$ cat config.mk
export PLATFORM = sky130hd
export DESIGN_NAME = mdc_front
export DESIGN_NICKNAME = d
export VERILOG_FILES = /design/src/design/mdc_pkg.sv /design/src/design/mdc_front.sv
export SDC_FILE = /design/constraint.sdc
export NUM_CORES = 1
export LEC_CHECK = 0
export BUFFER_PORTS_ARGS = -buffer_cell sky130_fd_sc_hd__buf_2
export CAP_MARGIN = 20
export CORE_MARGIN = 3
export CORE_UTILIZATION = 30
export CTS_CLUSTER_SIZE = 24
export DETAILED_ROUTE_END_ITERATION = 8
export SLEW_MARGIN = 20
export SYNTH_ARGS = -nofsm -noshare
export SYNTH_HDL_FRONTEND = slang
export SYNTH_SLANG_ARGS = --single-unit
export TNS_END_PERCENT = 5
$ cat constraint.sdc
create_clock -name clk -period 3.5 [get_ports clk]
set_clock_uncertainty 0.2 [all_clocks]
set_input_delay 1.05 -clock clk [delete_from_list [all_inputs] [get_ports clk]]
set_output_delay 1.05 -clock clk [all_outputs]
set_load 0.005 [all_outputs]
$ cat src/design/mdc_pkg.sv
package mdc_pkg;

  // Fraction bits of the mantissa log2, one squaring stage per bit.
  localparam int MDC_FRAC_BITS = 16;
  // Clock edges from the accepting edge to the edge that takes the result.
  localparam int MDC_LATENCY = MDC_FRAC_BITS + 5;

  localparam logic [31:0] FLOOR_BITS     = 32'h3586_37BD;
  localparam logic [24:0] LOG2_FLOOR_Q16 = 25'd1306235;
  localparam logic [24:0] EXP_BIAS_Q16   = 25'd8323072;
  localparam logic [14:0] DB_GAIN_Q16    = 15'd22547;
  localparam logic [15:0] LEVEL_MAX      = 16'd32768;
  localparam logic [7:0]  GRAY_RG        = 8'd20;
  localparam logic [7:0]  GRAY_B         = 8'd23;

  typedef struct packed {
    logic [7:0] red;
    logic [7:0] green;
    logic [7:0] blue;
  } mdc_rgb_t;

  // Payload carried through the log2 squaring chain.
  typedef struct packed {
    logic [30:0]              x;
    logic [MDC_FRAC_BITS-1:0] frac;
    logic [7:0]               expo;
    logic                     missing;
  } mdc_sq_t;

  function automatic mdc_rgb_t mdc_palette(input logic [3:0] idx);
    mdc_rgb_t c;
    unique case (idx)
      4'd0:    c = '{8'd0,   8'd0,   8'd4};
      4'd1:    c = '{8'd31,  8'd12,  8'd72};
      4'd2:    c = '{8'd85,  8'd15,  8'd109};
      4'd3:    c = '{8'd136, 8'd34,  8'd106};
      4'd4:    c = '{8'd186, 8'd54,  8'd85};
      4'd5:    c = '{8'd227, 8'd89,  8'd51};
      4'd6:    c = '{8'd249, 8'd140, 8'd10};
      4'd7:    c = '{8'd249, 8'd201, 8'd50};
      4'd8:    c = '{8'd252, 8'd255, 8'd164};
      default: c = '{8'd0,   8'd0,   8'd0};
    endcase
    return c;
  endfunction

endpackage

$ cat src/design/mdc_front.sv
module mdc_front (
  input  logic            clk,
  input  logic            rst_n,
  input  logic            in_valid,
  input  logic [31:0]     in_bits,
  output logic            out_valid,
  output mdc_pkg::mdc_sq_t out_data
);
  import mdc_pkg::*;

  logic    valid_r;
  mdc_sq_t data_r;
  mdc_sq_t data_nxt;
  logic [31:0] bits_c;

  always_comb begin
    bits_c = in_bits;
    // Negative values, zero, subnormals and anything below the floor use the floor.
    if (in_bits[31] || (in_bits < FLOOR_BITS)) begin
      bits_c = FLOOR_BITS;
    end
    data_nxt.missing = &in_bits[30:23];
    data_nxt.expo    = bits_c[30:23];
    data_nxt.x       = {1'b1, bits_c[22:0], 7'b0};
    data_nxt.frac    = '0;
  end

  always_ff @(posedge clk) begin
    if (!rst_n) begin
      valid_r <= 1'b0;
    end else begin
      valid_r <= in_valid;
    end
  end

  always_ff @(posedge clk) begin
    if (in_valid) begin
      data_r <= data_nxt;
    end
  end

  assign out_valid = valid_r;
  assign out_data  = data_r;
endmodule

==> impl_metrics.py <==
metrics = {
    "outcome": {
        "outcome": "complete, no violations",
    },
    "worst_setup_path": {
        "path_cells": "buf_2 -> or3_1 -> a2111o_1 -> a21oi_4 -> buf_4 -> nand3b_1",
        "cp.required_ps": 3310,
        "max_stage_delay_ps": 450,
        "worst_path_max_delay_cell": "a2111o_1",
        "cp_num_cells": 6,
        "path_buf_inv": 2,
        "endpoint_kind": "flip-flop",
        "cp-start-kind": "input pin",
        "cpLargestDelayFamily": "compound AO/OA/AOI/OAI gates",
        "critPathKind": "in -> reg",
        "arrival_ps": 2620,
        "cp_max_fo": 21,
    },
    "floorplan": {
        "core_um2": 4880,
        "dieArea_um2": 6084,
        "row_count": 25,
        "dieWidth_um": 78,
        "io_pins": 92,
        "die_h_um": 78,
        "start_util_pct": 31.87,
    },
    "timing": {
        "slew_viol_final": 0,
        "rsz0062_at_grt": "no",
        "setup_viol": 0,
        "relSlewSlack_pct": 52.46,
        "finalHoldViolCount": 0,
        "tns_ps": 0,
        "holdWs_ps": 773.0,
        "tightest_slew_ps": 713.1,
        "fin_crit_ps": 2806,
        "fmaxAchievable_mhz": 356.4,
        "finalCritPeriodShare_pct": 80.17,
    },
    "power": {
        "powerDensity_nw_per_um2": 429.6,
        "power.leakage_nw": 0.8213,
        "peakVddDrop_mv": 0.1489,
    },
    "drt": {
        "drtPass1Iterations": 4,
        "drtIter0Drc": 34,
        "finalWirelength_mm": 3.115,
        "num_vias": 1033,
        "ant_nets": 0,
        "wire_per_inst_um": 12.12,
        "vias_per_cell": 4.019,
        "drc_errors": 0,
    },
    "grt": {
        "antenna_found_initial": 0,
        "track_usage_pct": 10.08,
        "grt-ovfl-total": 0,
        "grt_pass1_vias": 916,
        "grt_max_degree": 34,
        "grt_pass1_wl_mm": 4.588,
    },
    "cts": {
        "clk_pin_slew_ps": 60,
        "cts_root_buf": "clkbuf_8",
        "numCtsBuffers": 5,
        "cts_buffer_depth": 2,
        "cts-hold-fix-buffers": 0,
        "cts_tree": "done",
        "cts_setup_buffers": 0,
        "h-tree-depth": 2,
        "cts_resized": 0,
        "clock-sinks": 33,
    },
    "placement": {
        "place_inst": 249,
        "place_congestion": 0.7032,
        "place_area_um2": 1866,
        "io_buffers": 67,
    },
    "job": {
        "cap_violations": 0,
    },
    "layout": {
        "final_area_um2": 1946,
        "antennaDiodeCount": 0,
        "layout-drive-gt1-share_pct": 39.47,
        "synthToLayoutAreaGrowth_pct": 25.10,
        "nets": 224,
        "final_cell_count_no_fill": 257,
        "post-route-util_pct": 39.87,
    },
    "synth": {
        "netlist_instances": 119,
        "ys_seq_elements": 33,
        "ys_warn_count": 0,
        "syn_area_um2": 1555,
        "yosysUniqueCellTypes": 26,
        "syn_avg_cell_area_um2": 13.07,
        "ys_seq_area_share_pct": 63.07,
    },
    "min_path": {
        "min_path_cells": 2,
        "hold_class": "in -> reg",
    },
}
[routing by layer]
metal / vias up / GRT usage, % / routed length [µm]
li1: 517 / - / -
met1: 450 / 11.29 / 1236
met2: 61 / 16.44 / 1458
met3: 5 / 4.408 / 360
met4: 0 / 4.720 / 60
met5: - / 0 / 0
[cell usage in the layout (no fill, tap or decap), drive strengths merged]
master	instances
o21bai	1
a2111o	1
a21oi	3
clkbuf	8
o21ai	1
edfxtp	32
a211o	1
o21a	1
and3	3
nand2b	7
dfxtp	1
nor2	2
nand3b	11
nand4	2
and2	10
a311oi	1
conb	24
nor3	1
inv	1
or2	1
buf	68
or3	1
nand2	3
nand3	4
nor4	2
[state kept, by name, summed over array words and instances (netlist names)]
signal and count:
out_data 32, out_valid 1
[where the power goes]
group,leakage [nW],switching (mW),internal (mW)
clock network,0.0395,0.124,0.141
registers,0.322,0.00641,0.466
logic,0.459,0.0522,0.0461
[final timing paths]
check                       start                    endpoint  slack (ps)
worst min-delay path        rst_n        out_valid$_SDFF_PN0_         770
worst max-delay path  in_bits[27]  out_data[42]$_SDFFCE_PP1P_         690
[cells in the mapped netlist (all sizes together)]
| cell | instances | share of area [%] |
|---|---|---|
| edfxtp | 32 | 62 |
| buf | 26 | 13 |
| nand3b | 11 | 5.3 |
| and2 | 10 | 4.0 |
| nand2b | 7 | 2.8 |
| nand3 | 4 | 1.3 |
| a21oi | 3 | 1.7 |
| and3 | 3 | 1.2 |
| nand2 | 3 | 0.72 |
| conb | 2 | 0.48 |
| nand4 | 2 | 0.80 |
| nor2 | 2 | 0.48 |
| nor4 | 2 | 0.80 |
| a2111o | 1 | 0.72 |
| a211o | 1 | 0.56 |
| a311oi | 1 | 0.56 |
| clkbuf | 1 | 0.24 |
| dfxtp | 1 | 1.3 |
| inv | 1 | 0.24 |
| nor3 | 1 | 0.32 |
| o21a | 1 | 0.48 |
| o21ai | 1 | 0.32 |
| o21bai | 1 | 0.48 |
| or2 | 1 | 0.40 |
| or3 | 1 | 0.40 |
[cells by family (layout without fill, tap and decap cells)]
kind of cell / Yosys count / count (layout) / synth area share [%]
AOI/OAI and AO/OA: 9 / 9 / 4.828
buffers and inverters: 28 / 77 / 13.03
DFF: 33 / 33 / 63.07
other: 2 / 24 / 0.4829
and+or+nand+nor: 47 / 47 / 18.58
[final cells by class]
| cell class | count | area, µm² |
|---|---|---|
| tap | 67 | 83.83 |
| timing repair buffer | 68 | 342.8 |
| clock buffer | 8 | 80.08 |
| sequential | 33 | 980.9 |
| multi-input combinational | 80 | 454.2 |
| fill | 505 | 2934 |
| inverter | 1 | 3.754 |
[through the flow]
stage	power, mW	setup WS (ps)
CTS	0.8480	672.3
finish	0.8359	694.2
detailed placement	0.5809	373.2
global route	0.8756	606.6
global placement	0.5798	433.0
floorplan	0.5366	696.6
(Power assumes the default switching activity.)
