--- src/design/mdc_pkg.sv ---
package mdc_pkg;

  // Fraction bits of the mantissa log2, one squaring stage per bit.
  localparam int MDC_FRAC_BITS = 16;
  // Clock edges from the accepting edge to the edge that takes the result.
  localparam int MDC_LATENCY = MDC_FRAC_BITS + 5;

  localparam logic [31:0] FLOOR_BITS     = 32'h3586_37BD;
  localparam logic [24:0] LOG2_FLOOR_Q16 = 25'd1306235;
  localparam logic [24:0] EXP_BIAS_Q16   = 25'd8323072;
  localparam logic [14:0] DB_GAIN_Q16    = 15'd22547;
  localparam logic [15:0] LEVEL_MAX      = 16'd32768;
  localparam logic [7:0]  GRAY_RG        = 8'd20;
  localparam logic [7:0]  GRAY_B         = 8'd23;

  typedef struct packed {
    logic [7:0] red;
    logic [7:0] green;
    logic [7:0] blue;
  } mdc_rgb_t;

  // Payload carried through the log2 squaring chain.
  typedef struct packed {
    logic [30:0]              x;
    logic [MDC_FRAC_BITS-1:0] frac;
    logic [7:0]               expo;
    logic                     missing;
  } mdc_sq_t;

  function automatic mdc_rgb_t mdc_palette(input logic [3:0] idx);
    mdc_rgb_t c;
    unique case (idx)
      4'd0:    c = '{8'd0,   8'd0,   8'd4};
      4'd1:    c = '{8'd31,  8'd12,  8'd72};
      4'd2:    c = '{8'd85,  8'd15,  8'd109};
      4'd3:    c = '{8'd136, 8'd34,  8'd106};
      4'd4:    c = '{8'd186, 8'd54,  8'd85};
      4'd5:    c = '{8'd227, 8'd89,  8'd51};
      4'd6:    c = '{8'd249, 8'd140, 8'd10};
      4'd7:    c = '{8'd249, 8'd201, 8'd50};
      4'd8:    c = '{8'd252, 8'd255, 8'd164};
      default: c = '{8'd0,   8'd0,   8'd0};
    endcase
    return c;
  endfunction

endpackage

--- src/design/mdc_sq_stage.sv ---
module mdc_sq_stage (
  input  logic             clk,
  input  logic             rst_n,
  input  logic             in_valid,
  input  mdc_pkg::mdc_sq_t in_data,
  output logic             out_valid,
  output mdc_pkg::mdc_sq_t out_data
);
  import mdc_pkg::*;

  logic        valid_r;
  mdc_sq_t     data_r;
  mdc_sq_t     data_nxt;
  logic [61:0] prod;
  logic [31:0] sq;

  // One bit of log2(1.m): square, and if the square reaches two, halve it.
  always_comb begin
    prod     = 62'(in_data.x) * 62'(in_data.x);
    sq       = prod[61:30];
    data_nxt = in_data;
    if (sq[31]) begin
      data_nxt.x = sq[31:1];
    end else begin
      data_nxt.x = sq[30:0];
    end
    data_nxt.frac = {in_data.frac[MDC_FRAC_BITS-2:0], sq[31]};
  end

  always_ff @(posedge clk) begin
    if (!rst_n) begin
      valid_r <= 1'b0;
    end else begin
      valid_r <= in_valid;
    end
  end

  always_ff @(posedge clk) begin
    if (in_valid) begin
      data_r <= data_nxt;
    end
  end

  assign out_valid = valid_r;
  assign out_data  = data_r;
endmodule

--- config.mk ---
export PLATFORM = sky130hd
export DESIGN_NAME = mdc_sq_stage
export DESIGN_NICKNAME = d
export VERILOG_FILES = /design/src/design/mdc_pkg.sv /design/src/design/mdc_sq_stage.sv
export SDC_FILE = /design/constraint.sdc
export NUM_CORES = 2
export LEC_CHECK = 0
export BUFFER_PORTS_ARGS = -buffer_cell sky130_fd_sc_hd__buf_4
export CORE_ASPECT_RATIO = 1.2
export CORE_MARGIN = 2
export CORE_UTILIZATION = 40
export CTS_CLUSTER_SIZE = 12
export DETAILED_ROUTE_END_ITERATION = 8
export GPL_TIMING_DRIVEN = 0
export PLACE_DENSITY = 0.58
export SYNTH_ARGS = -nofsm -noshare
export SYNTH_HDL_FRONTEND = slang
export SYNTH_SLANG_ARGS = --single-unit
--- constraint.sdc ---
create_clock -name clk -period 10.17 [get_ports clk]
set_input_delay 2.034 -clock clk [delete_from_list [all_inputs] [get_ports clk]]
set_output_delay 2.034 -clock clk [all_outputs]
set_load 0.01 [all_outputs]
==> impl_metrics.env <==
export IMPL_ys_top_cells_by_count="912 x inv_1, 747 x fa_1, 309 x nand2_1, 269 x ha_1, 190 x and2_1"
export IMPL_root_buffer="clkbuf_16"
export IMPL_io_pins=116
export IMPL_maxCapViolations=0
export IMPL_numCtsBuffers=9
export IMPL_synth_top_area_share_pct=51.32
export IMPL_synth_area_per_cell_sq_um=9.611
export IMPL_rows=108
export IMPL_seqCellArea_sq_um=1702
export IMPL_tns_ns=0
export IMPL_core_area_sq_um=72160
export IMPL_fin_crit_ns=10.03
export IMPL_hp_class="in2reg"
export IMPL_cts_max_level=3
export IMPL_grt_start_max_net_pins=58
export IMPL_period_share_pct=98.64
export IMPL_post_drt_via_cell_ratio=5.055
export IMPL_grt_pass1_vias=22507
export IMPL_overflow=0
export IMPL_critPathMaxFanout=11
export IMPL_dp_hpwl_um=75630
export IMPL_syn_cell_area_sq_um=29140
export IMPL_start_util_pct=40.38
export IMPL_cts_sinks=57
export IMPL_fin_ws_ns=0.1386
export IMPL_layout_cells_non_filler=4082
export IMPL_critPathArrivalTime_ns=10.10
export IMPL_ys_warn_count=0
export IMPL_status="finished clean"
export IMPL_dp_cells=4074
export IMPL_crit_path_end_kind="register"
export IMPL_finalNetCount=4215
export IMPL_cp_required_ns=10.24
export IMPL_fill_cells=7221
export IMPL_grt_setup_unrepaired="no"
export IMPL_ys_seq_elements=57
export IMPL_drtIter0Drc=1294
export IMPL_async_reset_ff_share_pct=0
export IMPL_crit_slowest_cell="fa_1"
export IMPL_holdPathStages=1
export IMPL_cts_tree="done"
export IMPL_cts_hold_buf=0
export IMPL_max_stage_delay_ns=0.58
export IMPL_die_width_um=250.4
export IMPL_final_area_sq_um=31600
export IMPL_first_pass_iters=5
export IMPL_portBuffers=107
export IMPL_netlist_instances=3032
export IMPL_post_dp_cell_area_sq_um=31110
export IMPL_slew_violations=0
export IMPL_place_congestion=0.9506
export IMPL_post_drt_wl_per_cell_um=21.79
export IMPL_dieArea_sq_um=75030
export IMPL_slew_headroom_pct=32.98
export IMPL_ys_types=68
export IMPL_route_detailed_drc=0
export IMPL_critPathLaunchType="input port"
export IMPL_die_h_um=299.7
export IMPL_antenna_found_initial=4
export IMPL_seq_area_frac_synth_pct=5.840
export IMPL_clk_path_buf_depth=2
export IMPL_finalSetupViolCount=0
export IMPL_max_freq_mhz=99.69
export IMPL_post_synth_top_count_cell="inv_1"
export IMPL_tightest_slew_ns=1.005
export IMPL_grt_pass1_wl_um=135400
export IMPL_pre_cts_ws_ns=-1.515
export IMPL_dominantRegCellSynth="edfxtp_1"
export IMPL_synth_largest_area_cell="fa_1"
export IMPL_layout_drive_gt1_share_pct=7.472
export IMPL_syn_nets=4107
export IMPL_area_delta_synth_final_pct=8.459
export IMPL_grt_usage_pct=24.53
export IMPL_synth_area_leaders="fa_1 51%, inv_1 12%, ha_1 12%"
export IMPL_crit_type="in2reg"
export IMPL_synth_edf_count=56
export IMPL_clkSlewWorstSetupHoldPaths_ns=0.05
export IMPL_vias=20634
export IMPL_detail_route_antenna_nets=0
export IMPL_hold_viol=0
export IMPL_path_common_cell="fa_1"
export IMPL_routed_wl_um=88940
export IMPL_multi_input_area_sq_um=23610
==> critical path, delay by kind of cell <==
family / cells / cell delay (ns)
adders and majority gates: 9 / 4.38
muxes: 1 / 0.31
and+or+nand+nor: 5 / 0.83
buffers and inverters: 7 / 1.33
AOI/OAI and AO/OA: 4 / 1.18
==> flip-flops by register name, indices dropped and copies added (netlist names) <==
signal and flops:
out_data 56, out_valid 1
==> final timing paths <==
check | from | end | slack (ns)
worst max-delay path | in_data[32] | out_data[27] | 0.14
worst min-delay path | in_data[10] | out_data[11] | 1.88
==> repair_timing <==
action,4_1_cts,5_1_grt
setup buffers,0,2
resized for setup,62,94
pin swaps,0,2
endpoints found under the setup margin,32,31
==> routing by layer <==
| metal | share of wire (%) | global-route usage, % | wire (um) |
|---|---|---|---|
| met5 | 0 | 0 | 0 |
| met4 | 5.6 | 10.88 | 4981 |
| met3 | 5.2 | 2.431 | 4658 |
| met2 | 51 | 43.51 | 45700 |
| met1 | 38 | 30.35 | 33600 |
==> cell type report <==
cell class / count / area share (%)
tap: 935 / 3.702
buffer: 100 / 1.817
timing repair buffer: 109 / 2.589
clock inverter: 7 / 0.1940
clock buffer: 9 / 0.7126
antenna: 2 / 0.01584
multi-input combinational: 1950 / 74.72
sequential: 57 / 5.384
inverter: 913 / 10.87
==> cells in the final DEF (no fill, tap or decap), types with 19 or more instances in the layout <==
| master | instances |
|---|---|
| a21o_1 | 19 |
| a21oi_1 | 73 |
| and2_1 | 190 |
| buf_4 | 111 |
| clkbuf_1 | 27 |
| clkbuf_2 | 43 |
| edfxtp_1 | 56 |
| fa_1 | 747 |
| ha_1 | 267 |
| inv_1 | 911 |
| mux2i_1 | 27 |
| nand2_1 | 309 |
| nand4_1 | 19 |
| nor2_1 | 59 |
| o21ai_0 | 32 |
| xnor2_1 | 28 |
| xor2_1 | 27 |
==> cells by family (layout without fill, tap and decap cells) <==
family	after synthesis	count (layout)	share of synthesized area [%]
xor+xnor	55	55	1.653
other cells	0	2	0
simple gates	645	645	10.61
compound gates	200	200	4.470
fa+ha+maj	1016	1016	62.87
flops	57	57	5.840
mux	34	34	1.237
buf+inv	1025	1138	13.32
==> stage by stage <==
stage | hold WS [ns] | utilization [%]
3_3_place_gp | 2.212 | 43.12
3_5_place_dp | 2.213 | 43.12
4_1_cts | 1.860 | 43.61
5_1_grt | 1.852 | 43.79
6_report | 1.880 | 43.80
2_1_floorplan | 2.133 | -
Power is not shown: default switching activity piles up to over one toggle a cycle in this logic, so the estimate is an artifact.
