**config.mk**
```make
export PLATFORM = sky130hd
export DESIGN_NAME = mdc_interp
export DESIGN_NICKNAME = d
export VERILOG_FILES = /design/src/design/mdc_pkg.sv /design/src/design/mdc_interp.sv
export SDC_FILE = /design/constraint.sdc
export NUM_CORES = 1
export LEC_CHECK = 0
export ABC_AREA = 1
export BUFFER_PORTS_ARGS = -buffer_cell sky130_fd_sc_hd__buf_4
export CORE_ASPECT_RATIO = 1.25
export CORE_MARGIN = 2
export CORE_UTILIZATION = 30
export CTS_BUF_LIST = sky130_fd_sc_hd__clkbuf_4 sky130_fd_sc_hd__clkbuf_8 sky130_fd_sc_hd__clkbuf_16
export CTS_CLUSTER_DIAMETER = 200
export CTS_CLUSTER_SIZE = 16
export DETAILED_ROUTE_END_ITERATION = 10
export HOLD_SLACK_MARGIN = 0.15
export SLEW_MARGIN = 10
export SYNTH_ARGS = -nofsm -noshare
export SYNTH_HDL_FRONTEND = slang
export SYNTH_SLANG_ARGS = --single-unit
```
**constraint.sdc**
```tcl
create_clock -name clk -period 11.8 [get_ports clk]
set_input_delay 0.59 -clock clk [delete_from_list [all_inputs] [get_ports clk]]
set_output_delay 0.59 -clock clk [all_outputs]
set_load 0.01 [all_outputs]
```
**src/design/mdc_pkg.sv**
```systemverilog
package mdc_pkg;

  // Fraction bits of the mantissa log2, one squaring stage per bit.
  localparam int MDC_FRAC_BITS = 16;
  // Clock edges from the accepting edge to the edge that takes the result.
  localparam int MDC_LATENCY = MDC_FRAC_BITS + 5;

  localparam logic [31:0] FLOOR_BITS     = 32'h3586_37BD;
  localparam logic [24:0] LOG2_FLOOR_Q16 = 25'd1306235;
  localparam logic [24:0] EXP_BIAS_Q16   = 25'd8323072;
  localparam logic [14:0] DB_GAIN_Q16    = 15'd22547;
  localparam logic [15:0] LEVEL_MAX      = 16'd32768;
  localparam logic [7:0]  GRAY_RG        = 8'd20;
  localparam logic [7:0]  GRAY_B         = 8'd23;

  typedef struct packed {
    logic [7:0] red;
    logic [7:0] green;
    logic [7:0] blue;
  } mdc_rgb_t;

  // Payload carried through the log2 squaring chain.
  typedef struct packed {
    logic [30:0]              x;
    logic [MDC_FRAC_BITS-1:0] frac;
    logic [7:0]               expo;
    logic                     missing;
  } mdc_sq_t;

  function automatic mdc_rgb_t mdc_palette(input logic [3:0] idx);
    mdc_rgb_t c;
    unique case (idx)
      4'd0:    c = '{8'd0,   8'd0,   8'd4};
      4'd1:    c = '{8'd31,  8'd12,  8'd72};
      4'd2:    c = '{8'd85,  8'd15,  8'd109};
      4'd3:    c = '{8'd136, 8'd34,  8'd106};
      4'd4:    c = '{8'd186, 8'd54,  8'd85};
      4'd5:    c = '{8'd227, 8'd89,  8'd51};
      4'd6:    c = '{8'd249, 8'd140, 8'd10};
      4'd7:    c = '{8'd249, 8'd201, 8'd50};
      4'd8:    c = '{8'd252, 8'd255, 8'd164};
      default: c = '{8'd0,   8'd0,   8'd0};
    endcase
    return c;
  endfunction

endpackage

```
**src/design/mdc_interp.sv**
```systemverilog
module mdc_interp (
  input  logic              clk,
  input  logic              rst_n,
  input  logic              in_valid,
  input  logic              in_missing,
  input  logic [15:0]       in_level,
  output logic              out_valid,
  output logic              out_missing,
  output mdc_pkg::mdc_rgb_t out_color
);
  import mdc_pkg::*;

  logic        seg_cap;
  logic [2:0]  seg;
  logic [12:0] wt_hi;
  logic [12:0] wt_lo;
  mdc_rgb_t    col_lo;
  mdc_rgb_t    col_hi;

  logic        pr_valid_r;
  logic        pr_missing_r;
  logic [20:0] pr_lo_r [3];
  logic [20:0] pr_hi_r [3];
  logic [20:0] pr_lo_nxt [3];
  logic [20:0] pr_hi_nxt [3];

  logic        out_valid_r;
  logic        out_missing_r;
  mdc_rgb_t    color_r;
  mdc_rgb_t    color_nxt;
  logic [21:0] sum_c [3];

  // Stage one: pick the segment and weight, form the six partial products.
  always_comb begin
    seg_cap = in_level[15];
    seg     = seg_cap ? 3'd7 : in_level[14:12];
    wt_hi   = seg_cap ? 13'd4096 : {1'b0, in_level[11:0]};
    wt_lo   = 13'd4096 - wt_hi;
    col_lo  = mdc_palette({1'b0, seg});
    col_hi  = mdc_palette(4'({1'b0, seg}) + 4'd1);
    pr_lo_nxt[0] = 21'(col_lo.red)   * 21'(wt_lo);
    pr_lo_nxt[1] = 21'(col_lo.green) * 21'(wt_lo);
    pr_lo_nxt[2] = 21'(col_lo.blue)  * 21'(wt_lo);
    pr_hi_nxt[0] = 21'(col_hi.red)   * 21'(wt_hi);
    pr_hi_nxt[1] = 21'(col_hi.green) * 21'(wt_hi);
    pr_hi_nxt[2] = 21'(col_hi.blue)  * 21'(wt_hi);
  end

  // Stage two: add, truncate to bytes, and substitute gray for missing samples.
  always_comb begin
    for (int c = 0; c < 3; c++) begin
      sum_c[c] = {1'b0, pr_lo_r[c]} + {1'b0, pr_hi_r[c]};
    end
    if (pr_missing_r) begin
      color_nxt = '{GRAY_RG, GRAY_RG, GRAY_B};
    end else begin
      color_nxt = '{sum_c[0][19:12], sum_c[1][19:12], sum_c[2][19:12]};
    end
  end

  always_ff @(posedge clk) begin
    if (!rst_n) begin
      pr_valid_r  <= 1'b0;
      out_valid_r <= 1'b0;
    end else begin
      pr_valid_r  <= in_valid;
      out_valid_r <= pr_valid_r;
    end
  end

  always_ff @(posedge clk) begin
    if (in_valid) begin
      pr_lo_r      <= pr_lo_nxt;
      pr_hi_r      <= pr_hi_nxt;
      pr_missing_r <= in_missing;
    end
    if (pr_valid_r) begin
      color_r       <= color_nxt;
      out_missing_r <= pr_missing_r;
    end
  end

  assign out_valid   = out_valid_r;
  assign out_missing = out_missing_r;
  assign out_color   = color_r;
endmodule

```
==> impl_metrics.toml, run 1 <==
[outcome]
status = "finished clean"

[drt]
drtIter0Drc = 1271
routed_wl_mm = 75.6
firstDrtPassIters = 5
wire_per_inst_um = 16.5
vias_per_cell = 4.74
via_count = 21700
drc = 0
antenna_left = 0

[grt]
grt_util_all_layers_pct = 16.8
grt_pass1_vias = 22700
grt_pass1_wl_mm = 122
grt_max_degree = 48
overflow = 0
antenna_found_initial = 3

[clocking]
cts_resized = 0
post_cts_buffers = 0
tritoncts = "built"
path_clk_slew_ns = 0.06
cts_sinks = 148
cts_buffers = 17
cts_root_buf = "clkbuf_16"
clk_latency_ns = 0.50
clk_path_buf_depth = 2
hold_buffers = 0
cts_max_level = 4

[hold_path]
hold_depth = 1
min_path_type = "in2reg"

[synthesis]
synth_area_per_cell_um2 = 8.03
synth_top_cell_by_area = "fa_1"
synth-xor-area-share_pct = 3.20
synth_fa_ha_area_share_pct = 42.1
synthCells = 3376
synthMuxAreaShare_pct = 0
synthDistinctLibCells = 53
synth-compound-area-share_pct = 6.23
yosysTopAreaCellShare_pct = 28.1
synth_simple_gate_area_share_pct = 21.5
synth_top_family_by_area = "adder cells"
async_flop_share_pct = 0
yosys_warnings = 0
ys_ff_latch = 148
ys.flop_type = "edfxtp_1"
netlist_top_cells_area = "fa_1 (28%), edfxtp_1 (16%), ha_1 (14%)"
seq_area_frac_synth_pct = 16.3
synth-edff-count = 146
netlist_area_um2 = 27100

[sta]
rsz0062_at_grt = "no"
min_period_over_period_pct = 58.2
finalSetupViolCount = 0
fin_crit_ns = 6.87
skew_ns = 0.0213
tightestPinTransition_ns = 1.09
hold_viol_final = 0
slew_headroom_pct = 27.4
slew_violations = 0
finalSetupTns_ns = 0
max_freq_mhz = 146

[worst_setup_path]
path_delay_family = "adder cells"
slowest_stage = "a31oi_2"
path_buf_inv = 7
worstRegToRegCells = 7
critical_path_class = "in2reg"
required_ns = 12.05
crit_cells = 27
crit_path_start_kind = "primary input"
setup.worst_path.end_class = "flop"
crit_fanout = 15
worst_path_largest_cell_delay_ns = 0.61
crit_arrival_ns = 7.12
cpMostUsedCell = "nand2_1"

[placement]
port_buffers = 45
place_congestion = 0.934
hpwl_mm = 62.9

[final_layout]
drive_above_1_share_pct = 5.53
layout_common_cells = "inv_1 (642), nor2_1 (579), nand2_1 (577)"
num_antenna_cells = 0
area_delta_synth_final_pct = 8.10
final_util_pct = 32.7
finalNetCount = 4092
layout_commonest_cell = "inv_1"

[floorplan]
coreArea_um2 = 89700
die_y_um = 340
die_width_um = 273
start_util_pct = 30.2
ios = 46
row_count = 123
die_area_um2 = 92800

[run]
max-cap-violations = 0

[power]
leakage_uw = 0.0150
powerDensity_nw_per_um2 = 256
ir_worst_vdd_v = 0.000212
## sequential cells by signal (all words and copies together) (netlist names)
signal and count:
pr_valid_r 1, pr_missing_r 1, pr_lo_r 60, pr_hi_r 60, out_valid 1, out_color 24, out_missing 1
## layout make-up
type,instances,area (um2)
clock buffers,20,448
clock inverters,11,154
fillers,9472,60400
inverters,668,2510
multi-input cells,2493,19800
flip-flops and latches,148,4430
well taps,1187,1490
repair buffers,59,443
## synthesized netlist by cell type, drive strengths merged (5+ instances only)
cell,instances
fa,380
or2,8
inv,661
nor3,22
clkbuf,44
a31oi,5
o21ai,86
edfxtp,146
a21boi,12
xor2,69
xnor2,30
o21bai,20
buf,27
ha,305
a21oi,154
a21o,12
nand3,128
nand4,32
nand2,596
clkinv,7
nor2,610
## worst register-to-register path, delay by kind of cell, from the launching register on
| family | cells | cell delay, ns |
|---|---|---|
| adders and majority gates | 1 | 0.39 |
| DFF | 1 | 0.39 |
| AOI/OAI and AO/OA | 3 | 0.74 |
| and+or+nand+nor | 3 | 0.29 |
## routing by layer
| metal | part of all wire (%) | vias to the layer above | global-route usage [%] |
|---|---|---|---|
| met5 | 0.036 | - | 0 |
| met4 | 4.3 | 4 | 7.34 |
| met3 | 3.7 | 151 | 2.14 |
| met2 | 51 | 521 | 30.2 |
| met1 | 41 | 10600 | 19.9 |
| li1 | - | 10500 | - |
## power by group
part           switching, uW  internal (uW)
registers                143           1050
logic                   3660           2070
clock network            241            338
total                   4050           3460
## cells by family after synthesis
group,after synthesis
adder cells (fa/ha/maj),685
XOR/XNOR,99
AO/OA/AOI/OAI,297
buffers and inverters,739
other,2
flip-flops,148
AND/OR/NAND/NOR,1406
## per-stage QoR
stage	total power, uW	cell area, um2	hold WS, ns	instances	setup WS, ns
5_1_grt	8400	29300	0.248	4586	4.56
3_3_place_gp	6910	28700	0.517	4555	4.61
3_5_place_dp	6900	28700	0.510	4555	4.50
4_1_cts	7560	29300	0.237	4586	4.99
2_1_floorplan	5310	27100	0.451	3380	5.87
6_report	7500	29300	0.275	4586	4.93
## final timing paths
kind	startpoint	endpoint	slack (ns)
min reg2reg	pr_missing_r	out_missing	0.51
min	in_missing	pr_missing_r	0.28
max	in_level[15]	pr_hi_r[61]	4.93
max reg2reg	pr_lo_r[14]	out_color[7]	9.75
(Power assumes the default switching activity.)
==> run 2: changes to the inputs <==
==> constraint.sdc (replaced) <==
create_clock -name clk -period 6.15 [get_ports clk]
set_input_delay 0.3075 -clock clk [delete_from_list [all_inputs] [get_ports clk]]
set_output_delay 0.3075 -clock clk [all_outputs]
set_load 0.01 [all_outputs]
==> run 2 against run 1 <==
Global-route usage grew 0.42 points. Via count grew 0.93%. Cell count grew 1.7%. Total power grew 96%. Die area is the same. Design area grew 1.8%. First-iteration DRC count grew 8.2%. Count of clock-buffer cells in the layout shrank 2. Core utilization grew 0.60 points. Clock power grew 76%. Register-to-register slack lost 5.6 ns. Combinational power grew 99%. Critical endpoint is now pr_hi_r[59].
==> impl_metrics.toml, run 2 (same netlist as run 1, synthesis figures left out) <==
[outcome]
status = "finished clean"

[final_layout]
multi_input_area_um2 = 19800
final_area_um2 = 29800
drive_above_1_share_pct = 7.54
layout_common_cells = "inv_1 (642), nor2_1 (579), nand2_1 (577)"
final_util_pct = 33.3
area_delta_synth_final_pct = 10.1
num_antenna_cells = 0
regArea_um2 = 4430
fill_cells = 9439
finalNetCount = 4168
final_cells = 4663
layout_commonest_cell = "inv_1"

[clocking]
clk_path_buf_depth = 2
cts_root_buf = "clkbuf_16"
cts_sinks = 148
cts_buffers = 17
path_clk_slew_ns = 0.07
clk_latency_ns = 0.48
cts_max_level = 4
post_cts_buffers = 0
tritoncts = "built"
cts_resized = 0

[power]
leakage_uw = 0.0154
powerDensity_nw_per_um2 = 492
clockPowerShare_pct = 6.9
switching_share_pct = 53.8
seqPwrFrac_pct = 15.4
p_int_uw = 6800
pwr-share-comb_pct = 77.6
ir_worst_vdd_v = 0.000353
p_switching_uw = 7900

[drt]
drtIter0Drc = 1375
via_count = 21900
vias_per_cell = 4.70
antenna_left = 0
routed_wl_mm = 77.7
firstDrtPassIters = 6
drc = 0
wire_per_inst_um = 16.7

[grt]
grt_pass1_vias = 22900
antenna_found_initial = 5
grt_pass1_wl_mm = 124
grt_max_degree = 46
grt_util_all_layers_pct = 17.2
overflow = 0

[worst_setup_path]
crit_arrival_ns = 5.84
crit_path_start_kind = "primary input"
r2r_setup_slack_ns = 4.11
setup.worst_path.end_class = "flop"
critical_path_class = "in2reg"
slowest_stage = "fa_1"
worst_path_largest_cell_delay_ns = 0.53
crit_fanout = 12
required_ns = 6.40
rr_endpoint = "out_color[0]"
r2r_start = "pr_lo_r[5]"
worstRegToRegCells = 8

[floorplan]
start_util_pct = 30.2
coreArea_um2 = 89700
die_width_um = 273
die_y_um = 340
row_count = 123
die_area_um2 = 92800
ios = 46

[sta]
rsz0062_at_grt = "no"
skew_ns = 0.0116
min_period_over_period_pct = 90.9
slew_violations = 0
max_freq_mhz = 179
hold_viol_final = 0
slew_headroom_pct = 26.5
finalSetupViolCount = 0
tightestPinTransition_ns = 1.10
fin_crit_ns = 5.59
finalSetupTns_ns = 0

[placement]
port_buffers = 45
place_congestion = 0.952
dp.cells = 4629
hpwl_mm = 66.0
postPlaceCellArea_um2 = 29300

[hold_path]
hold_depth = 3
min_path_type = "in2reg"
hp-start = "in_valid"
min_to = "pr_valid_r"

[run]
max-cap-violations = 0
==> run 2: changes by cell type in the layout (fill, tap and decap cells not counted), sizes merged <==
cell / before / now
buf: 59 / 133
clkinv: 8 / 14
bufinv: 3 / 1
clkbuf: 20 / 18
clkinvlp: 5 / 3
dlygate4sd3: 0 / 2
inv: 663 / 664
==> run 2: worst max-delay path by stage <==
stage                             end  slack [ns]  depth (start not counted)         start
after floorplan           pr_hi_r[19]        0.51                         25  in_level[15]
after global placement    pr_hi_r[18]        0.09                         23  in_level[15]
after detailed placement  pr_hi_r[59]        0.15                         25  in_level[15]
after CTS                 pr_hi_r[59]        0.63                         25  in_level[15]
after global routing      pr_hi_r[18]        0.23                         26  in_level[15]
final                     pr_hi_r[59]        0.56                         25  in_level[15]
==> run 2: metal layers <==
layer	wire, um	track usage, %	vias to the layer above
met2	39600	31.0	516
met3	3060	2.25	167
met4	3470	8.04	10
li1	-	-	10600
met5	67	0	-
met1	31500	20.1	10600
==> run 2: repair_timing <==
item / in CTS / in global routing
endpoints found under the setup margin: 0 / 0
hold buffers: 2 / 0
endpoints found under the hold margin: 3 / 0
==> run 2: critical path: cells and delay by family <==
kind,cells,cell delay [ns]
xor gates and xnor gates,1,0.32
and+or+nand+nor,7,0.98
buffers and inverters,8,0.96
AOI/OAI and AO/OA,2,0.38
adders and majority gates,7,2.87
==> run 2: area by class of cell <==
type	instances	share of cell area, %
Tap cell	1187	4.98
Inverter	668	8.42
Multi-Input combinational cell	2493	66.5
Sequential cell	148	14.8
Clock inverter	14	0.428
Timing Repair Buffer	135	3.41
Clock buffer	18	1.45
==> run 2: power groups by stage <==
stage	combinational [uW]	clock [uW]	sequential, uW
after floorplan	8070	0	2120
after global placement	11300	0	2310
after detailed placement	11300	0	2310
after CTS	11500	1060	2290
after global routing	13100	1090	2290
final	11400	1020	2270
==> run 2: stage by stage <==
step / hold slack, ns / total power [uW] / worst slack, ns
final: 0.374 / 14700 / 0.558
after global placement: 0.487 / 13600 / 0.0894
after global routing: 0.385 / 16400 / 0.232
after detailed placement: 0.487 / 13700 / 0.154
after CTS: 0.343 / 14800 / 0.632
after floorplan: 0.401 / 10200 / 0.507
==> run 3: changes to the inputs <==
--- a/config.mk
+++ b/config.mk
@@ -9,12 +9,13 @@
 export BUFFER_PORTS_ARGS = -buffer_cell sky130_fd_sc_hd__buf_4
 export CORE_ASPECT_RATIO = 1.25
 export CORE_MARGIN = 2
-export CORE_UTILIZATION = 30
+export CORE_UTILIZATION = 53
 export CTS_BUF_LIST = sky130_fd_sc_hd__clkbuf_4 sky130_fd_sc_hd__clkbuf_8 sky130_fd_sc_hd__clkbuf_16
 export CTS_CLUSTER_DIAMETER = 200
 export CTS_CLUSTER_SIZE = 16
 export DETAILED_ROUTE_END_ITERATION = 10
 export HOLD_SLACK_MARGIN = 0.15
+export PLACE_DENSITY = 0.72
 export SLEW_MARGIN = 10
 export SYNTH_ARGS = -nofsm -noshare
 export SYNTH_HDL_FRONTEND = slang
==> run 3 against run 2 <==
Largest power group unchanged. Register-to-register slack got worse by 0.04 ns. Highest routed layer is now met4. Largest cell class unchanged. Sequential cell count is the same. Critical path depth unchanged. Core utilization up 25 points. First-iteration DRC count down 4.4%. Design area down 2.1%. Die area fell by 43%. Worst setup slack improved by 0.013 ns. Count of clock-buffer cells in the layout grew 3.
==> impl_metrics.toml, run 3 (same netlist as run 1, synthesis figures left out) <==
[outcome]
status = "finished clean"

[grt]
grt_pass1_wl_mm = 118
grt_pass1_vias = 22800
antenna_found_initial = 0
grt_util_all_layers_pct = 28.9
grt_max_degree = 72
overflow = 0

[drt]
drc = 0
antenna_left = 0
dr_wl_met2_mm = 35.8
wl_met3_mm = 3.70
wl_met1_mm = 29.2
top_layer = "met4"
wire_per_inst_um = 17.5
vias_per_cell = 5.32
routed_wl_mm = 72.4
via_count = 22000
drtIter0Drc = 1314
firstDrtPassIters = 6

[sta]
skew_ns = 0.0116
hold_viol_final = 0
slew_headroom_pct = 30.5
slew_violations = 0
finalSetupTns_ns = 0
tightestPinTransition_ns = 1.04
min_period_over_period_pct = 90.7
max_freq_mhz = 179
hold_ws_ns = 0.405
rsz0062_at_grt = "no"
finalSetupViolCount = 0
fin_crit_ns = 5.58

[final_layout]
num_antenna_cells = 0
final_area_um2 = 29200
final_cells = 4126
area_delta_synth_final_pct = 7.77
finalNetCount = 4160
layout_commonest_cell = "inv_1"
drive_above_1_share_pct = 7.32
layout_common_cells = "inv_1 (642), nor2_1 (579), nand2_1 (577)"

[power]
pwr-share-comb_pct = 77.1
leakage_uw = 0.0154
clockPowerShare_pct = 7.7
powerDensity_nw_per_um2 = 509
switching_share_pct = 53.1
p_switching_uw = 7890
p_int_uw = 6980
seqPwrFrac_pct = 15.2
ir_worst_vdd_v = 0.000483

[worst_setup_path]
slowest_stage = "fa_1"
required_ns = 6.39
worst_path_largest_cell_delay_ns = 0.61
crit_arrival_ns = 5.82
path_delay_family = "adder cells"
critical_path_class = "in2reg"
path_buf_inv = 7
setup.worst_path.end_class = "flop"
crit_path_start_kind = "primary input"
crit_fanout = 23

[floorplan]
row_count = 92
die_width_um = 206
die_y_um = 257
start_util_pct = 53.7
die_area_um2 = 53000
coreArea_um2 = 50500
ios = 46

[clocking]
clk_path_buf_depth = 2
cts_buffers = 17
cts_sinks = 148
path_clk_slew_ns = 0.07
cts_max_level = 4
clk_latency_ns = 0.49
cts_root_buf = "clkbuf_16"
tritoncts = "built"

[run]
max-cap-violations = 0

[placement]
hpwl_mm = 60.8
port_buffers = 45
postPlaceCellArea_um2 = 28600
place_congestion = 1.01
dp.cells = 4092

[hold_path]
min_path_type = "in2reg"
==> run 3: metrics by stage <==
step | power (uW) | setup WS [ns] | utilization [%]
2_1_floorplan | 10200 | 0.507 | -
6_report | 14900 | 0.571 | 57.8
4_1_cts | 15000 | 0.563 | 57.8
5_1_grt | 16600 | 0.197 | 57.8
3_3_place_gp | 13600 | 0.0602 | 56.5
3_5_place_dp | 13700 | 0.0323 | 56.5
==> run 3: layout make-up <==
cell class	count	area (um2)
sequential	148	4420
timing repair buffer	127	983
tap	658	823
clock buffer	21	474
clock inverter	11	161
fill	4694	21300
multi-input combinational	2493	19800
inverter	668	2510
==> run 3: what timing repair did <==
item,in CTS,in global routing
buffers inserted,0,0
gates resized for setup,0,0
endpoints found under the hold margin,3,0
hold buffers,2,0
==> run 3: layer usage <==
layer | up-vias | GRT usage, %
li1 | 10600 | -
met1 | 10500 | 35.3
met2 | 684 | 49.5
met3 | 155 | 4.07
met4 | 0 | 14.6
met5 | - | 0
==> run 3: path summary, 6_finish.rpt <==
kind         depth (start not counted)             to  slack [ns]         start
max                                 25    pr_lo_r[60]        0.57  in_level[15]
min                                  1    pr_hi_r[61]        0.41      in_valid
max reg2reg                         10  out_color[23]        4.07   pr_hi_r[55]
min reg2reg                          0    out_missing        0.50  pr_missing_r
==> run 3: power groups by stage <==
stage / combinational [uW] / sequential, uW / clock (uW)
detailed placement: 11400 / 2290 / 0
global placement: 11300 / 2280 / 0
finish: 11500 / 2260 / 1150
CTS: 11500 / 2270 / 1180
global route: 13100 / 2280 / 1210
floorplan: 8070 / 2120 / 0
