`src/design/mdc_pkg.sv`:
```
package mdc_pkg;

  // Fraction bits of the mantissa log2, one squaring stage per bit.
  localparam int MDC_FRAC_BITS = 16;
  // Clock edges from the accepting edge to the edge that takes the result.
  localparam int MDC_LATENCY = MDC_FRAC_BITS + 5;

  localparam logic [31:0] FLOOR_BITS     = 32'h3586_37BD;
  localparam logic [24:0] LOG2_FLOOR_Q16 = 25'd1306235;
  localparam logic [24:0] EXP_BIAS_Q16   = 25'd8323072;
  localparam logic [14:0] DB_GAIN_Q16    = 15'd22547;
  localparam logic [15:0] LEVEL_MAX      = 16'd32768;
  localparam logic [7:0]  GRAY_RG        = 8'd20;
  localparam logic [7:0]  GRAY_B         = 8'd23;

  typedef struct packed {
    logic [7:0] red;
    logic [7:0] green;
    logic [7:0] blue;
  } mdc_rgb_t;

  // Payload carried through the log2 squaring chain.
  typedef struct packed {
    logic [30:0]              x;
    logic [MDC_FRAC_BITS-1:0] frac;
    logic [7:0]               expo;
    logic                     missing;
  } mdc_sq_t;

  function automatic mdc_rgb_t mdc_palette(input logic [3:0] idx);
    mdc_rgb_t c;
    unique case (idx)
      4'd0:    c = '{8'd0,   8'd0,   8'd4};
      4'd1:    c = '{8'd31,  8'd12,  8'd72};
      4'd2:    c = '{8'd85,  8'd15,  8'd109};
      4'd3:    c = '{8'd136, 8'd34,  8'd106};
      4'd4:    c = '{8'd186, 8'd54,  8'd85};
      4'd5:    c = '{8'd227, 8'd89,  8'd51};
      4'd6:    c = '{8'd249, 8'd140, 8'd10};
      4'd7:    c = '{8'd249, 8'd201, 8'd50};
      4'd8:    c = '{8'd252, 8'd255, 8'd164};
      default: c = '{8'd0,   8'd0,   8'd0};
    endcase
    return c;
  endfunction

endpackage

```
`src/design/mdc_level.sv`:
```
module mdc_level (
  input  logic             clk,
  input  logic             rst_n,
  input  logic             in_valid,
  input  mdc_pkg::mdc_sq_t in_data,
  output logic             out_valid,
  output logic             out_missing,
  output logic [15:0]      out_level
);
  import mdc_pkg::*;

  logic        lg_valid_r;
  logic        lg_missing_r;
  logic [23:0] lg_r;
  logic [23:0] lg_nxt;
  logic [24:0] lg_sum;

  logic        lv_valid_r;
  logic        lv_missing_r;
  logic [15:0] level_r;
  logic [15:0] level_nxt;
  logic [38:0] gain_prod;
  logic [18:0] gain_t;

  // Stage one: log2 in Q.16 offset so that the floor sits at zero.
  always_comb begin
    lg_sum = {1'b0, in_data.expo, 16'b0}
           + {{(25 - MDC_FRAC_BITS){1'b0}}, in_data.frac}
           + LOG2_FLOOR_Q16;
    if (lg_sum <= EXP_BIAS_Q16) begin
      lg_nxt = '0;
    end else begin
      lg_nxt = 24'(lg_sum - EXP_BIAS_Q16);
    end
  end

  // Stage two: scale to the Q4.12 level and saturate at the top anchor.
  always_comb begin
    gain_prod = 39'(lg_r) * 39'(DB_GAIN_Q16);
    gain_t    = gain_prod[38:20];
    if (gain_t > {3'b0, LEVEL_MAX}) begin
      level_nxt = LEVEL_MAX;
    end else begin
      level_nxt = gain_t[15:0];
    end
  end

  always_ff @(posedge clk) begin
    if (!rst_n) begin
      lg_valid_r <= 1'b0;
      lv_valid_r <= 1'b0;
    end else begin
      lg_valid_r <= in_valid;
      lv_valid_r <= lg_valid_r;
    end
  end

  always_ff @(posedge clk) begin
    if (in_valid) begin
      lg_r         <= lg_nxt;
      lg_missing_r <= in_data.missing;
    end
    if (lg_valid_r) begin
      level_r      <= level_nxt;
      lv_missing_r <= lg_missing_r;
    end
  end

  assign out_valid   = lv_valid_r;
  assign out_missing = lv_missing_r;
  assign out_level   = level_r;
endmodule

```
`config.mk`:
```
export PLATFORM = sky130hd
export DESIGN_NAME = mdc_level
export DESIGN_NICKNAME = d
export VERILOG_FILES = /design/src/design/mdc_pkg.sv /design/src/design/mdc_level.sv
export SDC_FILE = /design/constraint.sdc
export NUM_CORES = 1
export LEC_CHECK = 0
export ABC_CLOCK_PERIOD_IN_PS = 5850
export BUFFER_PORTS_ARGS = -buffer_cell sky130_fd_sc_hd__buf_2
export CAP_MARGIN = 0
export CORE_MARGIN = 1
export CORE_UTILIZATION = 50
export CTS_CLUSTER_SIZE = 30
export DETAILED_ROUTE_END_ITERATION = 6
export GPL_TIMING_DRIVEN = 0
export PLACE_DENSITY = 0.71
export SLEW_MARGIN = 5
export SYNTH_ARGS = -nofsm -noshare
export SYNTH_HDL_FRONTEND = slang
export SYNTH_SLANG_ARGS = --single-unit
export TNS_END_PERCENT = 50
```
`constraint.sdc`:
```
create_clock -name clk -period 5.85 [get_ports clk]
set_input_delay 0.2925 -clock clk [delete_from_list [all_inputs] [get_ports clk]]
set_output_delay 0.2925 -clock clk [all_outputs]
set_load 0.05 [all_outputs]
```
==> impl_metrics.py, run 1 <==
metrics = {
    "timing": {
        "tns_ns": -2.158,
        "fin_skew_ns": 0.006439,
        "report.final.slew_viol_count": 0,
        "setup_violations": 11,
        "whs_ns": 0.1910,
        "min_period_ns": 6.127,
        "fin_ws_ns": -0.2767,
        "fin_crit_sh_pct": 104.7,
        "worstMarginPinSlew_ns": 0.6748,
        "rsz0062_at_grt": "yes",
        "hold_viol_final": 0,
        "max_freq_mhz": 163.2,
        "slew_headroom_pct": 53.85,
    },
    "routing": {
        "drc": 0,
        "wl_per_cell_um": 13.84,
        "vias_per_cell": 5.128,
        "vias": 5795,
        "drtAntennaViolNets": 0,
        "wl_mm": 15.64,
        "drt_iter0_markers": 225,
        "first_pass_iters": 4,
    },
    "critical_path": {
        "crit_chain": "ha_1 -> inv_1 -> fa_1 -> inv_1 -> ha_2 -> fa_2 -> fa_1 -> inv_1 -> fa_1 -> inv_2 -> ha_4 -> a21oi_2 -> o21ai_1 -> a21oi_2 -> nand2_2 -> a21bo_1 -> a211o_1 -> a2111o_1 -> or4_1 -> o41a_1 -> buf_6 -> nor4b_4",
        "critPathRequiredTime_ns": 5.96,
        "startpoint_type": "register",
        "cpMaxStageDelayCell": "fa_1",
        "endpoint_kind": "register",
        "max_stage_delay_ns": 0.51,
        "reg2reg_depth": 22,
        "cp.depth": 22,
        "path_class": "register to register",
        "cp_top_family": "adder cells",
        "crit_buf_inv": 5,
        "cp.arrival_ns": 6.24,
        "critPathMaxFanout": 5,
    },
    "final_layout": {
        "n_fill_cell": 1279,
        "seq_area_um2": 1301,
        "multi_input_comb_area_um2": 6304,
        "drive_above_1_share_pct": 21.22,
        "nets": 1244,
        "antenna_cells": 0,
        "syn_to_final_growth_pct": 18.23,
    },
    "clocking": {
        "clk_latency_ns": 0.29,
        "cts.sink_count": 44,
        "cts_buffer_depth": 2,
        "htreeDepth": 2,
        "numCtsBuffers": 5,
        "cts_tree": "built",
        "root_buffer": "clkbuf_16",
        "clkTransAtPathRegs_ns": 0.06,
    },
    "status": {
        "status": "complete, but fails checks",
        "violations": "negative setup slack",
    },
    "floorplanning": {
        "placementRows": 45,
        "die_area_um2": 16210,
        "die_h_um": 127.3,
        "pin_count": 77,
        "fp.dieW_um": 127.3,
        "initial_core_util_pct": 51.46,
        "coreArea_um2": 15260,
    },
    "placement": {
        "port_buffers": 43,
        "dp_hpwl_mm": 12.77,
        "place.gp.congestion": 0.8412,
        "dp_worst_setup_slack_ns": -0.5608,
    },
    "global_route": {
        "grt_pass1_wl_mm": 26.05,
        "grt_usage_pct": 20.03,
        "antenna_found_initial": 0,
        "grt_pass1_vias": 5665,
        "grt_overflow_total": 0,
        "grt_max_degree": 27,
    },
    "yosys": {
        "synth_area_per_cell_um2": 9.565,
        "synthCells": 821,
        "seq_area_frac_synth_pct": 16.57,
        "synthArstFlopShare_pct": 0,
        "synthesis.area_um2": 7853,
        "syn-num-nets": 1145,
        "synth_cell_type_count": 69,
        "synth_warnings": 0,
        "synthFlopType": "edfxtp_1",
        "synth_edf_count": 42,
        "ys_ff_latch": 44,
    },
    "flow_run": {
        "drv_cap": 0,
    },
    "worst_hold_path": {
        "whs_path_depth": 1,
        "min_path_type": "input port to register",
    },
}
-- kinds of logic (layout without fill, tap and decap cells) --
logic type      Yosys count  in the layout  synth area share, %
flops                    44             44                16.57
simple gates            176            176                11.41
buf+inv                 171            269                8.540
fa+ha+maj               265            265                48.73
compound gates          124            124                10.12
mux                       3              3               0.3983
xor+xnor                 38             38                4.238
-- layout make-up --
class                   count  area share (%)
clock buffers               5           1.348
multi-input cells         606           67.90
clock inverters             1          0.3235
repair buffers             94           6.482
well taps                 211           2.844
inverters                 160           6.469
flip-flops and latches     44           14.02
plain buffers               9          0.6199
-- worst paths after layout --
kind	startpoint	endpoint	slack, ns
max	lg_r[3]	out_level[4]	-0.28
min	in_data[0]	lg_missing_r	0.19
max reg2reg	lg_r[3]	out_level[4]	-0.28
min reg2reg	lg_missing_r	out_missing	0.42
-- metrics by stage --
stage | util (%) | cell area [um^2] | std cells
4_1_cts | 58.93 | 8991 | 1118
5_1_grt | 60.84 | 9284 | 1130
6_report | 60.84 | 9284 | 1130
3_5_place_dp | 55.73 | 8503 | 1075
2_1_floorplan | - | 8024 | 821
3_3_place_gp | 55.73 | 8503 | 1075
-- flip-flops by register name, summed over array words and instances (netlist names) --
name / cells
out_level: 16
lg_valid_r: 1
out_valid: 1
out_missing: 1
lg_missing_r: 1
lg_r: 24
-- cell usage in the layout (no fill, tap or decap), types with 5 or more instances in the layout --
master       n
ha_1       178
inv_1      153
fa_1        66
buf_4       54
nand2_1     51
buf_2       44
edfxtp_1    42
nor2_1      40
o21ai_0     24
a21oi_1     23
xnor2_1     21
xor2_1      16
ha_4        15
a21oi_2     14
nand3_1     13
nand4_1      9
a21o_1       8
nor3_1       7
inv_2        7
and3_1       7
nor2b_1      6
o21ai_1      6
o21ai_2      5
o21bai_1     5
clkbuf_16    5
-- routing by layer --
layer / global-route usage, % / part of all wire (%)
met1: 26.68 / 49
met2: 35.68 / 49
met3: 2.136 / 1.9
met4: 3.081 / 0.79
met5: 0 / 0
-- Yosys cell counts, drive strengths merged, types with 2 or more instances --
cell	count	area [um^2]
nand2	55	209.0
xor2	16	140.1
or3	3	18.77
a21boi	2	15.01
mux2i	2	20.02
buf	8	58.80
o21bai	5	37.54
xnor2	22	192.7
ha	197	2465
nor3	7	35.03
or4	2	15.01
a31oi	5	31.28
clkbuf	3	11.26
nand3	13	65.06
and2	4	28.78
nand3b	3	22.52
o311ai	3	26.28
a221oi	2	17.52
nand4	9	56.30
a21oi	40	207.7
edfxtp	42	1261
or2	2	12.51
o2111ai	2	23.77
nor4	3	25.02
o21ai	36	187.7
nor2	48	187.7
and3	10	70.06
nand2b	4	25.02
nor2b	6	37.54
a211oi	7	62.56
o211ai	2	15.01
a21o	8	60.06
inv	160	600.6
nor3b	4	45.05
fa	68	1361
dfxtp	2	40.04
-- repair_timing --
action                                  4_1_cts  5_1_grt
buffers inserted                             36       14
resized for setup                            15       48
pin swaps                                    15       48
endpoints found under the setup margin       16       16
hold buffers                                  0        0
gates cloned                                  1        0
Power of run 1 is not shown: default switching activity piles up to over one toggle a cycle in this logic, so the estimate is an artifact.
==> inputs of run 2 (changes only) <==
- RECOVER_POWER: unset -> 50
==> run 2 against run 1 <==
Net effect:
- the flow finishes with violations (max-capacitance violations, max-slew violations, negative setup slack)
- cell count unchanged
- maximum frequency about the same
- sequential share of layout area about the same
- clock-buffer cell count unchanged
- clock skew about the same
- critical path type unchanged
- critical endpoint unchanged
- highest routed layer unchanged
==> impl_metrics.py, run 2 (synthesis results as in run 1) <==
metrics = {
    "clocking": {
        "clk_latency_ns": 0.29,
        "clkTransAtPathRegs_ns": 0.06,
        "root_buffer": "clkbuf_16",
        "ctsHoldBuffers": 0,
        "cts_buffer_depth": 2,
        "htreeDepth": 2,
        "numCtsBuffers": 5,
        "cts_tree": "built",
        "cts.sink_count": 44,
    },
    "critical_path": {
        "critPathRequiredTime_ns": 5.97,
        "critPathMaxFanout": 5,
        "startpoint_type": "register",
        "cp.arrival_ns": 6.24,
        "endpoint_kind": "register",
        "path_class": "register to register",
    },
    "floorplanning": {
        "pin_count": 77,
        "fp.dieW_um": 127.3,
        "placementRows": 45,
        "die_area_um2": 16210,
        "coreArea_um2": 15260,
        "die_h_um": 127.3,
        "initial_core_util_pct": 51.46,
    },
    "final_layout": {
        "largest_reg_flops": 24,
        "antenna_cells": 0,
        "finalNonFillerCells": 1130,
        "largest-register": "lg_r",
        "syn_to_final_growth_pct": 18.18,
        "n_fill_cell": 1278,
        "final_util_pct": 60.82,
        "drive_above_1_share_pct": 20.89,
        "most-common-layout-cells": "ha_1, inv_1, fa_1, buf_4, nand2_1",
        "layout_commonest_cell": "ha_1",
        "nets": 1244,
    },
    "timing": {
        "tns_ns": -2.154,
        "setup_violations": 11,
        "hold_viol_final": 0,
        "worstMarginPinSlew_ns": 1.515,
        "fin_skew_ns": 0.006128,
        "rsz0062_at_grt": "yes",
        "fin_crit_sh_pct": 104.7,
        "min_period_ns": 6.126,
        "report.final.slew_viol_count": 27,
        "slew_headroom_pct": -0.9704,
        "fin_ws_ns": -0.2759,
        "max_freq_mhz": 163.2,
    },
    "routing": {
        "vias": 5793,
        "drt_iter0_markers": 253,
        "vias_per_cell": 5.127,
        "drtAntennaViolNets": 0,
        "wl_per_cell_um": 13.86,
        "first_pass_iters": 4,
        "wl_mm": 15.66,
        "drc": 0,
    },
    "global_route": {
        "grt_pass1_wl_mm": 26.05,
        "grt_usage_pct": 20.03,
        "grt_pass1_vias": 5665,
        "antenna_found_initial": 0,
        "grt_overflow_total": 0,
        "grt_max_degree": 27,
    },
    "status": {
        "violations": "max-capacitance violations, max-slew violations, negative setup slack",
        "status": "complete, but fails checks",
    },
    "placement": {
        "dp_worst_setup_slack_ns": -0.5608,
        "place.gp.congestion": 0.8412,
        "dp_cells": 1075,
        "port_buffers": 43,
        "dp_hpwl_mm": 12.77,
    },
    "flow_run": {
        "drv_cap": 1,
    },
    "worst_hold_path": {
        "min_path_type": "input port to register",
    },
}
## run 2: cell count changes in the layout (fill, tap and decap cells not counted), sizes merged
cell	delta
buf	-3
clkbuf	+3
## run 2: per-stage QoR
step / instance area (um^2) / hold slack, ns
3_3_place_gp: 8503 / 0.4101
4_1_cts: 8991 / 0.1910
5_1_grt: 9280 / 0.1913
3_5_place_dp: 8503 / 0.4119
2_1_floorplan: 8024 / 0.3914
6_report: 9280 / 0.1899
## run 2: path summary, 6_finish.rpt
kind | start | to | slack (ns) | depth (start not counted)
setup reg to reg | lg_r[3] | out_level[4] | -0.28 | 22
hold reg to reg | lg_missing_r | out_missing | 0.42 | 0
setup / recovery | lg_r[3] | out_level[4] | -0.28 | 22
hold / removal | in_data[0] | lg_missing_r | 0.19 | 1
## run 2: repair_timing
item	in CTS	in global routing
endpoints found under the setup margin	16	16
pin swaps	15	48
buffers inserted	36	14
gates resized for setup	15	48
gates cloned	1	0
hold endpoints to repair	0	0
## run 2: worst max-delay path, stage by stage, from the launching register on
cell and delay (ns):
edfxtp_1 0.42, ha_1 0.31, inv_1 0.05, fa_1 0.51, inv_1 0.05, ha_2 0.31
fa_2 0.44, fa_1 0.48, inv_1 0.05, fa_1 0.49, inv_2 0.05, ha_4 0.25
a21oi_2 0.12, o21ai_1 0.08, a21oi_2 0.18, nand2_2 0.10, a21bo_1 0.21, a211o_1 0.24
a2111o_1 0.38, or4_1 0.48, o41a_1 0.41, buf_6 0.15, nor4b_4 0.19
## run 2: metal layers
| metal | up-vias | track usage [%] | wire (um) |
|---|---|---|---|
| li1 | 2995 | - | - |
| met1 | 2713 | 26.68 | 7605 |
| met2 | 73 | 35.68 | 7653 |
| met3 | 12 | 2.136 | 277 |
| met4 | 0 | 3.081 | 127 |
| met5 | - | 0 | 0 |
## run 2: layout make-up
| type | instances | area (um^2) | share of cell area (%) |
|---|---|---|---|
| Multi-Input combinational cell | 606 | 6304 | 67.93 |
| Sequential cell | 44 | 1301 | 14.02 |
| Inverter | 160 | 600.6 | 6.472 |
| Timing Repair Buffer | 94 | 598.1 | 6.445 |
| Tap cell | 211 | 264.0 | 2.845 |
| Clock buffer | 5 | 125.1 | 1.348 |
| Buffer | 9 | 57.56 | 0.6202 |
| Clock inverter | 1 | 30.03 | 0.3236 |
Power of run 2 is left out for the same reason.
==> inputs of run 3 (changes only) <==
- ABC_AREA: unset -> 1
- PLACE_DENSITY: 0.71 -> 0.7
==> run 3 against run 2 <==
Net effect:
- the run now ends clean
- non-clock buffer count is 39 lower
- cell count grew 35%
- wire length grew 17%
- setup slack better by 0.59 ns
- flip-flop and latch count stayed put
- maximum frequency increased by 11%
- via count is 28% higher
- first-iteration DRC count up 15%
- clock skew shrank 0.0021 ns
- clock-buffer cell count grew 1
- critical endpoint is now out_level[12]
==> impl_metrics.py, run 3 <==
metrics = {
    "floorplanning": {
        "pin_count": 77,
        "fp.dieW_um": 137.4,
        "placementRows": 49,
        "initial_core_util_pct": 51.05,
        "die_h_um": 137.4,
        "coreArea_um2": 17960,
        "die_area_um2": 18890,
    },
    "clocking": {
        "clk_latency_ns": 0.29,
        "htreeDepth": 2,
        "clkTransAtPathRegs_ns": 0.06,
        "ctsHoldBuffers": 0,
        "root_buffer": "clkbuf_16",
        "cts_buffer_depth": 2,
        "cts.sink_count": 44,
        "cts_tree": "built",
        "numCtsBuffers": 5,
    },
    "global_route": {
        "grt_max_degree": 27,
        "grt_pass1_vias": 7004,
        "grt_pass1_wl_mm": 31.84,
        "grt_overflow_total": 0,
        "antenna_found_initial": 0,
        "grt_usage_pct": 21.38,
    },
    "critical_path": {
        "endpoint_kind": "register",
        "critPathMaxFanout": 10,
        "cp.arrival_ns": 5.58,
        "critPathRequiredTime_ns": 5.89,
        "reg2reg_depth": 23,
        "path_class": "register to register",
        "startpoint_type": "register",
    },
    "yosys": {
        "synth_edf_count": 42,
        "synth_common_cells": "inv_1, nand2_1, ha_1",
        "seq_area_frac_synth_pct": 14.19,
        "synthArstFlopShare_pct": 0,
        "syn-num-nets": 1558,
        "synthesis.area_um2": 9170,
        "synth_cell_type_count": 37,
        "synth.area.top_cells": "ha_1, fa_1, edfxtp_1",
        "synthCells": 1234,
        "synthFlopType": "edfxtp_1",
        "synth_area_per_cell_um2": 7.431,
        "synth_warnings": 0,
        "yosysMostFrequentCell": "inv_1",
        "yosysTopAreaCell": "ha_1",
        "yosysTopAreaCellShare_pct": 26.88,
        "ys_ff_latch": 44,
    },
    "worst_hold_path": {
        "min_path_type": "input port to register",
        "whs_path_depth": 1,
    },
    "timing": {
        "fin_crit_sh_pct": 94.61,
        "hold_viol_final": 0,
        "min_period_ns": 5.535,
        "slew_headroom_pct": 3.706,
        "fin_skew_ns": 0.004066,
        "fin_ws_ns": 0.3155,
        "setup_violations": 0,
        "report.final.slew_viol_count": 0,
        "max_freq_mhz": 180.7,
        "worstMarginPinSlew_ns": 1.444,
    },
    "final_layout": {
        "largest_reg_flops": 24,
        "syn_to_final_growth_pct": 8.623,
        "nets": 1626,
        "layout_commonest_cell": "inv_1",
        "most-common-layout-cells": "inv_1, nand2_1, ha_1, nor2_1, fa_1",
        "drive_above_1_share_pct": 9.447,
        "antenna_cells": 0,
        "largest-register": "lg_r",
        "final_util_pct": 55.45,
    },
    "status": {
        "status": "completed",
    },
    "routing": {
        "drtAntennaViolNets": 0,
        "first_pass_iters": 5,
        "vias": 7395,
        "vias_per_cell": 4.830,
        "drc": 0,
        "wl_mm": 18.40,
        "drt_iter0_markers": 291,
        "wl_per_cell_um": 12.02,
    },
    "placement": {
        "dp_worst_setup_slack_ns": 0.07906,
        "place.gp.congestion": 0.9098,
        "dp_hpwl_mm": 16.63,
        "port_buffers": 45,
    },
    "flow_run": {
        "drv_cap": 0,
    },
}
[run 3: worst paths after layout]
kind	from	endpoint	slack, ns
worst max register to register	lg_r[8]	out_level[12]	0.32
worst min register to register	lg_missing_r	out_missing	0.42
worst max-delay path	lg_r[8]	out_level[12]	0.32
worst min-delay path	in_data[0]	lg_missing_r	0.18
[run 3: kinds of logic after synthesis]
logic type | Yosys count | share of synthesized area (%)
and+or+nand+nor | 517 | 24.33
buffers and inverters | 318 | 13.26
adders and majority gates | 265 | 41.72
AOI/OAI and AO/OA | 66 | 4.107
DFF | 44 | 14.19
xor gates and xnor gates | 23 | 2.279
muxes | 1 | 0.1092
[run 3: repair_timing]
| action | 4_1_cts | 5_1_grt |
|---|---|---|
| setup buffers | 0 | 16 |
| resized for setup | 0 | 16 |
| endpoints found under the setup margin | 0 | 16 |
[run 3: metrics by stage]
step	hold slack (ns)	cell area, um^2	TNS (ns)	cells
global placement	0.4093	9682	0	1508
detailed placement	0.4057	9682	0	1508
CTS	0.1728	9816	0	1515
global route	0.1812	9961	-0.2081	1531
finish	0.1799	9961	0	1531
floorplan	0.3860	9170	0	1234
[run 3: area by class of cell]
type | instances | area [um^2]
inverter | 315 | 1182
multi-input combinational | 872 | 6701
tap | 229 | 286.5
timing repair buffer | 61 | 321.6
buffer | 3 | 33.78
clock inverter | 1 | 5.005
sequential | 44 | 1301
fill | 1709 | 8003
clock buffer | 6 | 128.9
[run 3: layer usage]
metal  routed length (um)  global-route usage, %
met1                 8731                  27.59
met2                 8994                  38.47
met3                  459                  2.171
met4                  213                  4.212
met5                    0                      0
[run 3: worst max-delay path, cell delays in order (launching register included)]
cell	delay [ns]
edfxtp_1	0.44
ha_1	0.36
fa_1	0.48
ha_1	0.33
fa_1	0.51
fa_1	0.54
inv_1	0.05
fa_1	0.52
inv_1	0.04
ha_1	0.41
nand2_1	0.16
nor2_2	0.16
nand3_1	0.15
nor2_1	0.11
o21ai_1	0.16
a21boi_2	0.22
nor2_1	0.06
nand2_1	0.06
nand2_1	0.05
nand2_1	0.06
nor2_1	0.05
nand2_2	0.14
buf_6	0.18
nor2_2	0.04
Power of run 3 is left out for the same reason.
